[src/design/cts_pkg.sv]
// Shared types, constants and keyword tables for the token scanner.
// Used by cts_front, cts_queue, cts_back and c_like_token_scanner.
package cts_pkg;

    // Default configuration values
    localparam int MAX_TOKEN_LEN_DEF = 255;
    localparam int NUM_KEYWORDS_DEF  = 7;
    localparam int QUEUE_DEPTH_DEF   = 4;

    // Keyword table size
    localparam int KW_MAX     = 7;
    localparam int KW_CHARS   = 6;

    // Token kinds
    typedef enum logic [4:0] {
        K_STAR    = 5'd0,
        K_PERCENT = 5'd1,
        K_NE      = 5'd2,
        K_LE      = 5'd3,
        K_LT      = 5'd4,
        K_GE      = 5'd5,
        K_GT      = 5'd6,
        K_EQEQ    = 5'd7,
        K_ASSIGN  = 5'd8,
        K_INC     = 5'd9,
        K_PLUS    = 5'd10,
        K_DEC     = 5'd11,
        K_MINUS   = 5'd12,
        K_SYMBOL  = 5'd13,
        K_KEYWORD = 5'd14,
        K_ID      = 5'd15,
        K_NUMBER  = 5'd16,
        K_FLOAT   = 5'd17,
        K_BAD_ID  = 5'd18,
        K_SLASH   = 5'd19
    } t_kind;

    // Keyword text (int, float, if, else, while, return, main), zero padded
    localparam logic [7:0] KW_TEXT [0:KW_MAX-1][0:KW_CHARS-1] = '{
        '{"i", "n", "t", 8'h00, 8'h00, 8'h00},
        '{"f", "l", "o", "a", "t", 8'h00},
        '{"i", "f", 8'h00, 8'h00, 8'h00, 8'h00},
        '{"e", "l", "s", "e", 8'h00, 8'h00},
        '{"w", "h", "i", "l", "e", 8'h00},
        '{"r", "e", "t", "u", "r", "n"},
        '{"m", "a", "i", "n", 8'h00, 8'h00}
    };
    localparam logic [2:0] KW_LEN [0:KW_MAX-1] = '{
        3'd3, 3'd5, 3'd2, 3'd4, 3'd5, 3'd6, 3'd4
    };

    // One input request
    typedef struct packed {
        logic [7:0] char_code;
        logic       end_of_input;
    } t_in_item;

    // One result request
    typedef struct packed {
        logic [4:0] token_kind;
        logic [7:0] symbol_char;
        logic [2:0] keyword_index;
        logic [7:0] token_length;
        logic       last_result;
    } t_out_item;

    // Results caused by one input request: one or two
    typedef struct packed {
        logic      two;
        t_out_item r0;
        t_out_item r1;
    } t_entry;

endpackage

[src/design/cts_front.sv]
// Front end of the token scanner: DFA state, keyword candidates and token
// classification for one character per accepted cycle. Depends on cts_pkg.
module cts_front
    import cts_pkg::*;
#(
    parameter int MAX_TOKEN_LEN = MAX_TOKEN_LEN_DEF,
    parameter int NUM_KEYWORDS  = NUM_KEYWORDS_DEF
) (
    input  logic     i_clk,
    input  logic     i_rst_n,
    input  logic     i_accept,
    input  t_in_item i_item,
    output logic     o_push,
    output t_entry   o_entry
);

    localparam logic [7:0]        LEN_MAX = 8'(MAX_TOKEN_LEN);
    localparam logic [KW_MAX-1:0] KW_INIT = KW_MAX'((2 ** NUM_KEYWORDS) - 1);

    // One-hot scanner states
    typedef enum logic [11:0] {
        ST_START   = 12'b0000_0000_0001,
        ST_LT      = 12'b0000_0000_0010,
        ST_GT      = 12'b0000_0000_0100,
        ST_EQ      = 12'b0000_0000_1000,
        ST_PLUS    = 12'b0000_0001_0000,
        ST_MINUS   = 12'b0000_0010_0000,
        ST_ID      = 12'b0000_0100_0000,
        ST_NUM     = 12'b0000_1000_0000,
        ST_FLOAT   = 12'b0001_0000_0000,
        ST_BAD     = 12'b0010_0000_0000,
        ST_SLASH   = 12'b0100_0000_0000,
        ST_COMMENT = 12'b1000_0000_0000
    } t_scan_state;

    function automatic logic is_alpha(input logic [7:0] c);
        return (c >= "A" && c <= "Z") || (c >= "a" && c <= "z");
    endfunction

    function automatic logic is_digit(input logic [7:0] c);
        return c >= "0" && c <= "9";
    endfunction

    function automatic logic [7:0] sat_inc(input logic [7:0] v);
        return (v < LEN_MAX) ? v + 8'd1 : LEN_MAX;
    endfunction

    // Keep keyword candidates whose character at pos matches c
    function automatic logic [KW_MAX-1:0] narrow(input logic [KW_MAX-1:0] cand,
                                                 input logic [7:0] pos,
                                                 input logic [7:0] c);
        logic [KW_MAX-1:0] keep;
        keep = '0;
        for (int k = 0; k < KW_MAX; k++) begin
            if (k < NUM_KEYWORDS && cand[k] && pos < {5'd0, KW_LEN[k]} &&
                KW_TEXT[k][pos[2:0]] == c) begin
                keep[k] = 1'b1;
            end
        end
        return keep;
    endfunction

    function automatic t_out_item mk(input t_kind kind, input logic [7:0] sym,
                                     input logic [2:0] kw, input logic [7:0] len);
        t_out_item r;
        r.token_kind    = kind;
        r.symbol_char   = sym;
        r.keyword_index = kw;
        r.token_length  = len;
        r.last_result   = 1'b0;
        return r;
    endfunction

    t_scan_state       r_state, n_state;
    logic [7:0]        r_wlen, n_wlen;
    logic [KW_MAX-1:0] r_cand, n_cand;

    logic [7:0]        c;
    logic              f_valid, s_valid, d_valid, done;
    t_out_item         f_item, s_item, d_item;
    t_scan_state       s_state;
    logic [7:0]        s_wlen;
    logic [KW_MAX-1:0] s_cand;
    logic [1:0]        cnt;
    t_out_item         slot0, slot1;

    assign c = i_item.char_code;

    // Flush: token held by the current state
    always_comb begin
        logic       kw_hit;
        logic [2:0] kw_idx;
        kw_hit = 1'b0;
        kw_idx = 3'd0;
        for (int k = KW_MAX - 1; k >= 0; k--) begin
            if (r_cand[k] && r_wlen == {5'd0, KW_LEN[k]}) begin
                kw_hit = 1'b1;
                kw_idx = 3'(k);
            end
        end
        f_valid = 1'b1;
        f_item  = mk(K_LT, 8'd0, 3'd0, 8'd1);
        case (r_state)
            ST_LT:    f_item = mk(K_LT, 8'd0, 3'd0, 8'd1);
            ST_GT:    f_item = mk(K_GT, 8'd0, 3'd0, 8'd1);
            ST_EQ:    f_item = mk(K_ASSIGN, 8'd0, 3'd0, 8'd1);
            ST_PLUS:  f_item = mk(K_PLUS, 8'd0, 3'd0, 8'd1);
            ST_MINUS: f_item = mk(K_MINUS, 8'd0, 3'd0, 8'd1);
            ST_ID: begin
                if (kw_hit) f_item = mk(K_KEYWORD, 8'd0, kw_idx, r_wlen);
                else        f_item = mk(K_ID, 8'd0, 3'd0, r_wlen);
            end
            ST_NUM:   f_item = mk(K_NUMBER, 8'd0, 3'd0, r_wlen);
            ST_FLOAT: f_item = mk(K_FLOAT, 8'd0, 3'd0, r_wlen);
            ST_BAD:   f_item = mk(K_BAD_ID, 8'd0, 3'd0, r_wlen);
            ST_SLASH: f_item = mk(K_SLASH, 8'd0, 3'd0, 8'd1);
            default:  f_valid = 1'b0;
        endcase
    end

    // Start: classify the character from the start state
    always_comb begin
        s_state = ST_START;
        s_wlen  = r_wlen;
        s_cand  = r_cand;
        s_valid = 1'b0;
        s_item  = mk(K_STAR, 8'd0, 3'd0, 8'd1);
        if (c == "*") begin
            s_valid = 1'b1;
        end else if (c == "%") begin
            s_valid = 1'b1;
            s_item  = mk(K_PERCENT, 8'd0, 3'd0, 8'd1);
        end else if (c == "<") begin
            s_state = ST_LT;
        end else if (c == ">") begin
            s_state = ST_GT;
        end else if (c == "=") begin
            s_state = ST_EQ;
        end else if (c == "+") begin
            s_state = ST_PLUS;
        end else if (c == "-") begin
            s_state = ST_MINUS;
        end else if (is_alpha(c) || c == "_") begin
            s_state = ST_ID;
            s_wlen  = sat_inc(8'd0);
            s_cand  = narrow(KW_INIT, 8'd0, c);
        end else if (is_digit(c)) begin
            s_state = ST_NUM;
            s_wlen  = sat_inc(8'd0);
            s_cand  = '0;
        end else if (c == "/") begin
            s_state = ST_SLASH;
        end else if (c inside {"(", ")", ";", "{", "}", ","}) begin
            s_valid = 1'b1;
            s_item  = mk(K_SYMBOL, c, 3'd0, 8'd1);
        end
    end

    // Advance the DFA for one character
    always_comb begin
        done    = 1'b0;
        d_valid = 1'b0;
        d_item  = mk(K_NE, 8'd0, 3'd0, 8'd2);
        n_state = r_state;
        n_wlen  = r_wlen;
        n_cand  = r_cand;
        case (r_state)
            ST_LT: begin
                if (c == ">") begin
                    done = 1'b1; d_valid = 1'b1; n_state = ST_START;
                end else if (c == "=") begin
                    done = 1'b1; d_valid = 1'b1; n_state = ST_START;
                    d_item = mk(K_LE, 8'd0, 3'd0, 8'd2);
                end
            end
            ST_GT: begin
                if (c == "=") begin
                    done = 1'b1; d_valid = 1'b1; n_state = ST_START;
                    d_item = mk(K_GE, 8'd0, 3'd0, 8'd2);
                end
            end
            ST_EQ: begin
                if (c == "=") begin
                    done = 1'b1; d_valid = 1'b1; n_state = ST_START;
                    d_item = mk(K_EQEQ, 8'd0, 3'd0, 8'd2);
                end
            end
            ST_PLUS: begin
                if (c == "+") begin
                    done = 1'b1; d_valid = 1'b1; n_state = ST_START;
                    d_item = mk(K_INC, 8'd0, 3'd0, 8'd2);
                end
            end
            ST_MINUS: begin
                if (c == "-") begin
                    done = 1'b1; d_valid = 1'b1; n_state = ST_START;
                    d_item = mk(K_DEC, 8'd0, 3'd0, 8'd2);
                end
            end
            ST_ID: begin
                if (is_alpha(c) || is_digit(c) || c == "_") begin
                    done   = 1'b1;
                    n_wlen = sat_inc(r_wlen);
                    n_cand = narrow(r_cand, r_wlen, c);
                end
            end
            ST_BAD: begin
                if (is_alpha(c) || is_digit(c) || c == "_") begin
                    done   = 1'b1;
                    n_wlen = sat_inc(r_wlen);
                end
            end
            ST_NUM: begin
                if (is_digit(c)) begin
                    done   = 1'b1;
                    n_wlen = sat_inc(r_wlen);
                end else if (is_alpha(c) || c == "_") begin
                    done    = 1'b1;
                    n_state = ST_BAD;
                    n_wlen  = sat_inc(r_wlen);
                end else if (c == ".") begin
                    done    = 1'b1;
                    n_state = ST_FLOAT;
                    n_wlen  = sat_inc(r_wlen);
                end
            end
            ST_FLOAT: begin
                if (is_digit(c)) begin
                    done   = 1'b1;
                    n_wlen = sat_inc(r_wlen);
                end
            end
            ST_SLASH: begin
                if (c == "/") begin
                    done    = 1'b1;
                    n_state = ST_COMMENT;
                end
            end
            ST_COMMENT: begin
                done = 1'b1;
                if (c == 8'h0A) n_state = ST_START;
            end
            default: ;
        endcase

        // End of input drops the character and flushes
        if (i_item.end_of_input) begin
            n_state = ST_START;
            n_wlen  = r_wlen;
            n_cand  = r_cand;
            cnt     = {1'b0, f_valid};
            slot0   = f_item;
            slot1   = s_item;
        end else if (done) begin
            cnt     = {1'b0, d_valid};
            slot0   = d_item;
            slot1   = s_item;
        end else begin
            n_state = s_state;
            n_wlen  = s_wlen;
            n_cand  = s_cand;
            cnt     = 2'({1'b0, f_valid} + {1'b0, s_valid});
            slot0   = f_valid ? f_item : s_item;
            slot1   = s_item;
        end

        // Mark the final result of this character
        if (cnt == 2'd2) slot1.last_result = 1'b1;
        else             slot0.last_result = 1'b1;
    end

    assign o_push        = i_accept && (cnt != 2'd0);
    assign o_entry.two   = (cnt == 2'd2);
    assign o_entry.r0    = slot0;
    assign o_entry.r1    = slot1;

    // Hold scanner state between accepted characters
    always_ff @(posedge i_clk) begin
        if (!i_rst_n) begin
            r_state <= ST_START;
            r_wlen  <= 8'd0;
            r_cand  <= '0;
        end else if (i_accept) begin
            r_state <= n_state;
            r_wlen  <= n_wlen;
            r_cand  <= n_cand;
        end
    end

    a_eoi_to_start: assert property (@(posedge i_clk) disable iff (!i_rst_n)
        (i_accept && i_item.end_of_input) |=> (r_state == ST_START))
        else $error("scanner not back at start after end of input");

endmodule

[src/design/cts_queue.sv]
// Short queue of result groups between the scanner front end and the
// output stage. Depends on cts_pkg.
module cts_queue
    import cts_pkg::*;
#(
    parameter int DEPTH = QUEUE_DEPTH_DEF
) (
    input  logic   i_clk,
    input  logic   i_rst_n,
    input  logic   i_push,
    input  t_entry i_entry,
    input  logic   i_pop,
    output logic   o_full,
    output logic   o_empty,
    output t_entry o_head
);

    localparam int PTR_W = (DEPTH > 1) ? $clog2(DEPTH) : 1;
    localparam int CNT_W = $clog2(DEPTH + 1);

    t_entry             r_mem [DEPTH];
    logic [PTR_W-1:0]   r_wr, r_rd;
    logic [CNT_W-1:0]   r_cnt;

    function automatic logic [PTR_W-1:0] ptr_inc(input logic [PTR_W-1:0] p);
        return (p == PTR_W'(DEPTH - 1)) ? '0 : p + PTR_W'(1);
    endfunction

    assign o_full  = (r_cnt == CNT_W'(DEPTH));
    assign o_empty = (r_cnt == '0);
    assign o_head  = r_mem[r_rd];

    // Store pushed groups
    always_ff @(posedge i_clk) begin
        if (i_push) r_mem[r_wr] <= i_entry;
    end

    // Advance pointers and fill count
    always_ff @(posedge i_clk) begin
        if (!i_rst_n) begin
            r_wr  <= '0;
            r_rd  <= '0;
            r_cnt <= '0;
        end else begin
            if (i_push) r_wr <= ptr_inc(r_wr);
            if (i_pop)  r_rd <= ptr_inc(r_rd);
            if (i_push && !i_pop)      r_cnt <= r_cnt + CNT_W'(1);
            else if (i_pop && !i_push) r_cnt <= r_cnt - CNT_W'(1);
        end
    end

    a_no_overflow: assert property (@(posedge i_clk) disable iff (!i_rst_n)
        o_full |-> !i_push)
        else $error("push into full queue");

    a_no_underflow: assert property (@(posedge i_clk) disable iff (!i_rst_n)
        i_pop |-> !o_empty)
        else $error("pop from empty queue");

endmodule

[src/design/cts_back.sv]
// Output stage: takes result groups from the queue and presents them one
// request at a time. Depends on cts_pkg.
module cts_back
    import cts_pkg::*;
(
    input  logic      i_clk,
    input  logic      i_rst_n,
    input  logic      i_q_empty,
    input  t_entry    i_head,
    output logic      o_q_pop,
    input  logic      i_pop,
    output logic      o_empty,
    output t_out_item o_item
);

    logic   r_valid;
    logic   r_idx;
    t_entry r_entry;

    logic   deliver, cur_last, advance;

    assign deliver  = i_pop && r_valid;
    assign cur_last = !r_entry.two || r_idx;
    assign advance  = !r_valid || (deliver && cur_last);
    assign o_q_pop  = advance && !i_q_empty;
    assign o_empty  = !r_valid;
    assign o_item   = r_idx ? r_entry.r1 : r_entry.r0;

    // Load the next group or step to its second result
    always_ff @(posedge i_clk) begin
        if (!i_rst_n) begin
            r_valid <= 1'b0;
            r_idx   <= 1'b0;
        end else if (advance) begin
            r_valid <= !i_q_empty;
            r_idx   <= 1'b0;
        end else if (deliver) begin
            r_idx   <= 1'b1;
        end
    end

    always_ff @(posedge i_clk) begin
        if (advance && !i_q_empty) r_entry <= i_head;
    end

    a_second_follows: assert property (@(posedge i_clk) disable iff (!i_rst_n)
        (i_pop && !o_empty && !o_item.last_result) |=> !o_empty)
        else $error("second result of a character lost");

endmodule

[src/design/c_like_token_scanner.sv]
// Token scanner for a small C-like language, one character per request.
// A result request passes through the result queue, written at the
// accepting edge, and the output register, loaded from the queue head.
// Throughput: one character per cycle while not full; a character that
// gives two tokens shows them in turn, the queue absorbs the burst.
// Reset: synchronous, active low; clears scanner state, queue and output.
module c_like_token_scanner
    import cts_pkg::*;
#(
    parameter int MAX_TOKEN_LEN = MAX_TOKEN_LEN_DEF,
    parameter int NUM_KEYWORDS  = NUM_KEYWORDS_DEF,
    parameter int QUEUE_DEPTH   = QUEUE_DEPTH_DEF
) (
    input  logic      i_clk,
    input  logic      i_rst_n,
    input  logic      push,
    output logic      full,
    input  t_in_item  i_item,
    output logic      empty,
    input  logic      pop,
    output t_out_item o_item
);

    logic   accept;
    logic   f_push;
    t_entry f_entry;
    logic   q_pop, q_empty;
    t_entry q_head;

    assign accept = push && !full;

    cts_front #(
        .MAX_TOKEN_LEN (MAX_TOKEN_LEN),
        .NUM_KEYWORDS  (NUM_KEYWORDS)
    ) u_front (
        .i_clk    (i_clk),
        .i_rst_n  (i_rst_n),
        .i_accept (accept),
        .i_item   (i_item),
        .o_push   (f_push),
        .o_entry  (f_entry)
    );

    cts_queue #(
        .DEPTH (QUEUE_DEPTH)
    ) u_queue (
        .i_clk   (i_clk),
        .i_rst_n (i_rst_n),
        .i_push  (f_push),
        .i_entry (f_entry),
        .i_pop   (q_pop),
        .o_full  (full),
        .o_empty (q_empty),
        .o_head  (q_head)
    );

    cts_back u_back (
        .i_clk     (i_clk),
        .i_rst_n   (i_rst_n),
        .i_q_empty (q_empty),
        .i_head    (q_head),
        .o_q_pop   (q_pop),
        .i_pop     (pop),
        .o_empty   (empty),
        .o_item    (o_item)
    );

endmodule

[config.mk]
export PLATFORM = sky130hd
export DESIGN_NAME = c_like_token_scanner
export DESIGN_NICKNAME = d
export VERILOG_FILES = /design/src/design/cts_pkg.sv /design/src/design/cts_front.sv /design/src/design/cts_queue.sv /design/src/design/cts_back.sv /design/src/design/c_like_token_scanner.sv
export SDC_FILE = /design/constraint.sdc
export NUM_CORES = 1
export LEC_CHECK = 0
export BUFFER_PORTS_ARGS = -buffer_cell sky130_fd_sc_hd__buf_4
export CORE_ASPECT_RATIO = 1.2
export CORE_MARGIN = 3
export CORE_UTILIZATION = 38
export CTS_CLUSTER_DIAMETER = 200
export DETAILED_ROUTE_END_ITERATION = 16
export SKIP_LAST_GASP = 1
export SYNTH_ARGS = -nofsm -noshare
export SYNTH_HDL_FRONTEND = slang
export SYNTH_SLANG_ARGS = --single-unit
[constraint.sdc]
create_clock -name i_clk -period 10.5 [get_ports i_clk]
set_input_delay 1.575 -clock i_clk [delete_from_list [all_inputs] [get_ports i_clk]]
set_output_delay 1.575 -clock i_clk [all_outputs]
set_load 0.02 [all_outputs]
==> impl_results.md <==
- Gate count of the mapped netlist: 820
- I/O Buffers: 39
- CTS tree: built
- Synth area leader: edfxtp_1
- Postcts setup bufs: 0
- Routed Antenna Nets: 0
- Starting Density: 39.03%
- Post-route setup slack: 5.404 ns
- DP Worst Slack: 4.925 ns
- Tmin final: 5.096 ns
- Routed wire length: 24770 microns
- Detailed placement HPWL: 17150 microns
- Post-synthesis cell type count: 90
- Setup-failing EPs final: 0
- CP cell instances: buf_4 > nand2_1 > nor4_1 > o21bai_1 > or2_2 > ha_1 > o211ai_1 > a21oi_2 > ha_1 > inv_1 > fa_1 > xor2_1 > or3_1 > a21oi_1
- Least-Margin Pin Slew: 1.039 ns
- Crit. path cell count: 14
- Share of layout cells above drive strength 1: 19.81%
- Startpoint class of the critical path: input port
- Antenna fix cells: 0
- 1st-iter DRT viols: 558
- Die Ht: 189.8 microns
- Number of hold buffers added after cts: 0
- Fin nets: 876
- Seq/Total Area, Yosys: 57.25%
- Clk slew on worst S/H paths: 0.05 ns
- Post-synthesis xor/xnor area fraction: 1.801%
- Synth Area in Adders: 1.941%
- Ports: 40
- Routability congestion estimate from global placement: 0.8878
- # fillers: 2580
- Worst slew margin: 30.26%
- Post-Syn Area: 10700 sq um
- Clock Skews: 0.01102 ns
- VDD IR max: 0.1196 mV
- Hold Path Class: flip-flop to flip-flop
- Post_cts resized: 0
- Multiplexer area fraction after synthesis: 9.495%
- Yosys warns: 0
- Status: finished clean
- Cell family with most CP delay: simple AND/OR/NAND/NOR gates
- Number of flops mapped to enable cells by yosys: 180
- Worst path slowest cell: nor4_1
- Die X: 159.2 microns
- Power per Cell Area: 196.3 nW/um^2
- Vias in the first global route: 6945
- Share of the synthesized area in the top cell type: 50.51%
- Register area: 6128 sq um
- First-pass GRT wire length: 39510 microns
- CP required: 10.89 ns
- Synth Flop Type: edfxtp_1
- Max Cap Viol: 0
- Cell repeated most along the worst path: ha_1
- Max frequency: 0.1962 GHz
- WL per Instance: 20.02 microns
- Clock latency on the worst-skew pair: 0.49 ns
- Hold Path Depth: 2
- Largest net degree at the start of global routing: 39
- Synth top area cells: edfxtp_1, mux4_2, dfxtp_1, ha_1, a21oi_1
- CP peak stage delay: 0.76 ns
- Initial antenna violation count: 0
- CP Capture Type: flip-flop
- Post-synthesis area per instance: 13.05 sq um
- H-tree levels: 1
- #FFs+latches synth: 216
- Synth Area in Compound Gates: 10.69%
- Critical path peak fanout: 27
- Buf/Inv on CP: 2
- Synthesized-area fraction occupied by and/or/nand/nor cells: 15.96%
- # clock sinks: 216
- RSZ-0062 raised after global routing: false
- Tot GR Track Use: 16.33%
- Fin. Hold Viols: 0
- Max clock buf depth: 3
- Fin Setup TNS: 0 ns
- R2r worst-path depth: 13
- DRC viols: 0
- Data arrival, critical path: 5.49 ns
- CP Class: input port to flip-flop
- Clock root buffer: clkbuf_16
- Vias post-DR: 6936
- Total global routing overflow: 0
- Fraction of registers with async set/reset: 0%
- Core area: 27420 sq um
- DR vias/cell: 5.607
- Final Max Slew Viols: 0
- TritonRoute pass-1 iters: 5
- Multi-input gate area in the final layout: 4322 sq um
- Rows: 66
- Inserted Clock Buffers: 22
- Largest family of logic cells by synthesized area: simple AND/OR/NAND/NOR gates
- Die area: 30220 sq um
- Leak: 4.034 nW
- Fin crit share: 48.54%
- Synthesis-to-layout area growth: 12.36%
[path summary, 6_finish.rpt]
path / startpoint / end / slack [ns]
worst max-delay path: i_item[1] / u_queue.r_cnt[2] / 5.40
worst min-delay path: u_queue.r_cnt[2] / u_queue.r_cnt[2] / 0.50
worst max register to register: u_front.r_state[1] / u_queue.r_cnt[2] / 6.36
worst min register to register: u_queue.r_cnt[2] / u_queue.r_cnt[2] / 0.50
[tightest hold or removal path: cells and delay by family, from the launching register on]
family          cells  cell delay (ns)
flops               1             0.32
compound gates      2             0.13
[cell families (layout without fill, tap and decap cells)]
| kind of cell | Yosys count | count (layout) |
|---|---|---|
| muxes | 55 | 55 |
| buffers and inverters | 70 | 106 |
| xor gates and xnor gates | 22 | 22 |
| DFF | 216 | 216 |
| adders and majority gates | 16 | 16 |
| other | 1 | 8 |
| and+or+nand+nor | 288 | 288 |
| AOI/OAI and AO/OA | 152 | 152 |
[area by class of cell]
cell class / instances / share of cell area (%)
Tap cell: 374 / 3.892
Clock buffer: 33 / 5.183
Sequential cell: 216 / 50.97
Timing Repair Buffer: 44 / 2.747
Inverter: 22 / 0.6869
Multi-Input combinational cell: 541 / 35.95
Clock inverter: 7 / 0.5724
[power breakdown]
| group | switching, mW | internal, mW | total (mW) | leakage (nW) |
|---|---|---|---|---|
| combinational | 0.274 | 0.230 | 0.504 | 1.73 |
| sequential | 0.0571 | 1.05 | 1.11 | 1.97 |
| clock | 0.307 | 0.438 | 0.745 | 0.335 |
| total | 0.638 | 1.72 | 2.36 | 4.03 |
[per-stage QoR]
stage / instance area [sq um] / cells / hold WS (ns) / power, mW / util, %
2_1_floorplan: 10730 / 827 / 0.4453 / 1.460 / -
3_3_place_gp: 11330 / 1197 / 0.4880 / 1.641 / 41.33
3_5_place_dp: 11330 / 1197 / 0.4951 / 1.650 / 41.33
4_1_cts: 12020 / 1237 / 0.5021 / 2.401 / 43.85
5_1_grt: 12020 / 1237 / 0.5285 / 2.479 / 43.85
6_report: 12020 / 1237 / 0.4965 / 2.360 / 43.85
[sequential cells by signal, summed over array words and instances, names as in the netlist]
signal and flops:
u_queue.r_mem 144, u_front.r_wlen 8, u_queue.r_wr 2, u_front.r_cand 7, u_front.r_state 12, u_back.r_idx 1, u_queue.r_cnt 3, u_queue.r_rd 2
u_back.r_entry 36, u_back.r_valid 1
[metal layers]
metal  part of all wire (%)  vias to the layer above  routed length [microns]  GRT usage (%)
li1                       -                     3245                        -              -
met1                     42                     3474                    10490          21.00
met2                     51                      177                    12650          28.82
met3                    4.0                       40                      986          2.047
met4                    2.6                        0                      638          5.322
met5                      0                        -                        0              0
[cells in the final DEF, fill, tap and decap left out, types with 5 or more instances in the layout]
cell type  count
nor2_1        45
clkbuf_1       9
o21ai_0       24
nor2b_1       28
inv_1         19
xor2_1        10
and3_1         8
nand2_1       40
nor4_1         9
dfxtp_1       34
o31ai_1        5
buf_4         44
or2_2          6
mux4_2        36
o221a_2        5
nor3b_1        6
nand4b_1       5
a21oi_1       34
xnor2_1       12
or4_1          5
or3_1         10
mux2i_1        7
nand3_1       27
clkbuf_16     23
o211ai_1      12
nand4_1       13
conb_1         8
mux2_2        12
nor3_1        26
nand2b_1       9
edfxtp_1     180
a31oi_1        7
ha_1          15
a211oi_1       8
and4_1         5
and2_1        18
[Yosys cell counts, drive strengths merged, types with 10 or more instances]
library cell and n:
nor2b 28, nor2 46, nand4 15, edfxtp 180, nor4 12, inv 19
o211ai 12, dfxtp 36, buf 18, and2 24, nand3 27, xnor2 12
nand2 41, mux4 36, or3 10, o21ai 25, ha 15, a21oi 37
mux2 12, xor2 10, nor3 28, clkbuf 30
Power figures use the tool's default switching activity.
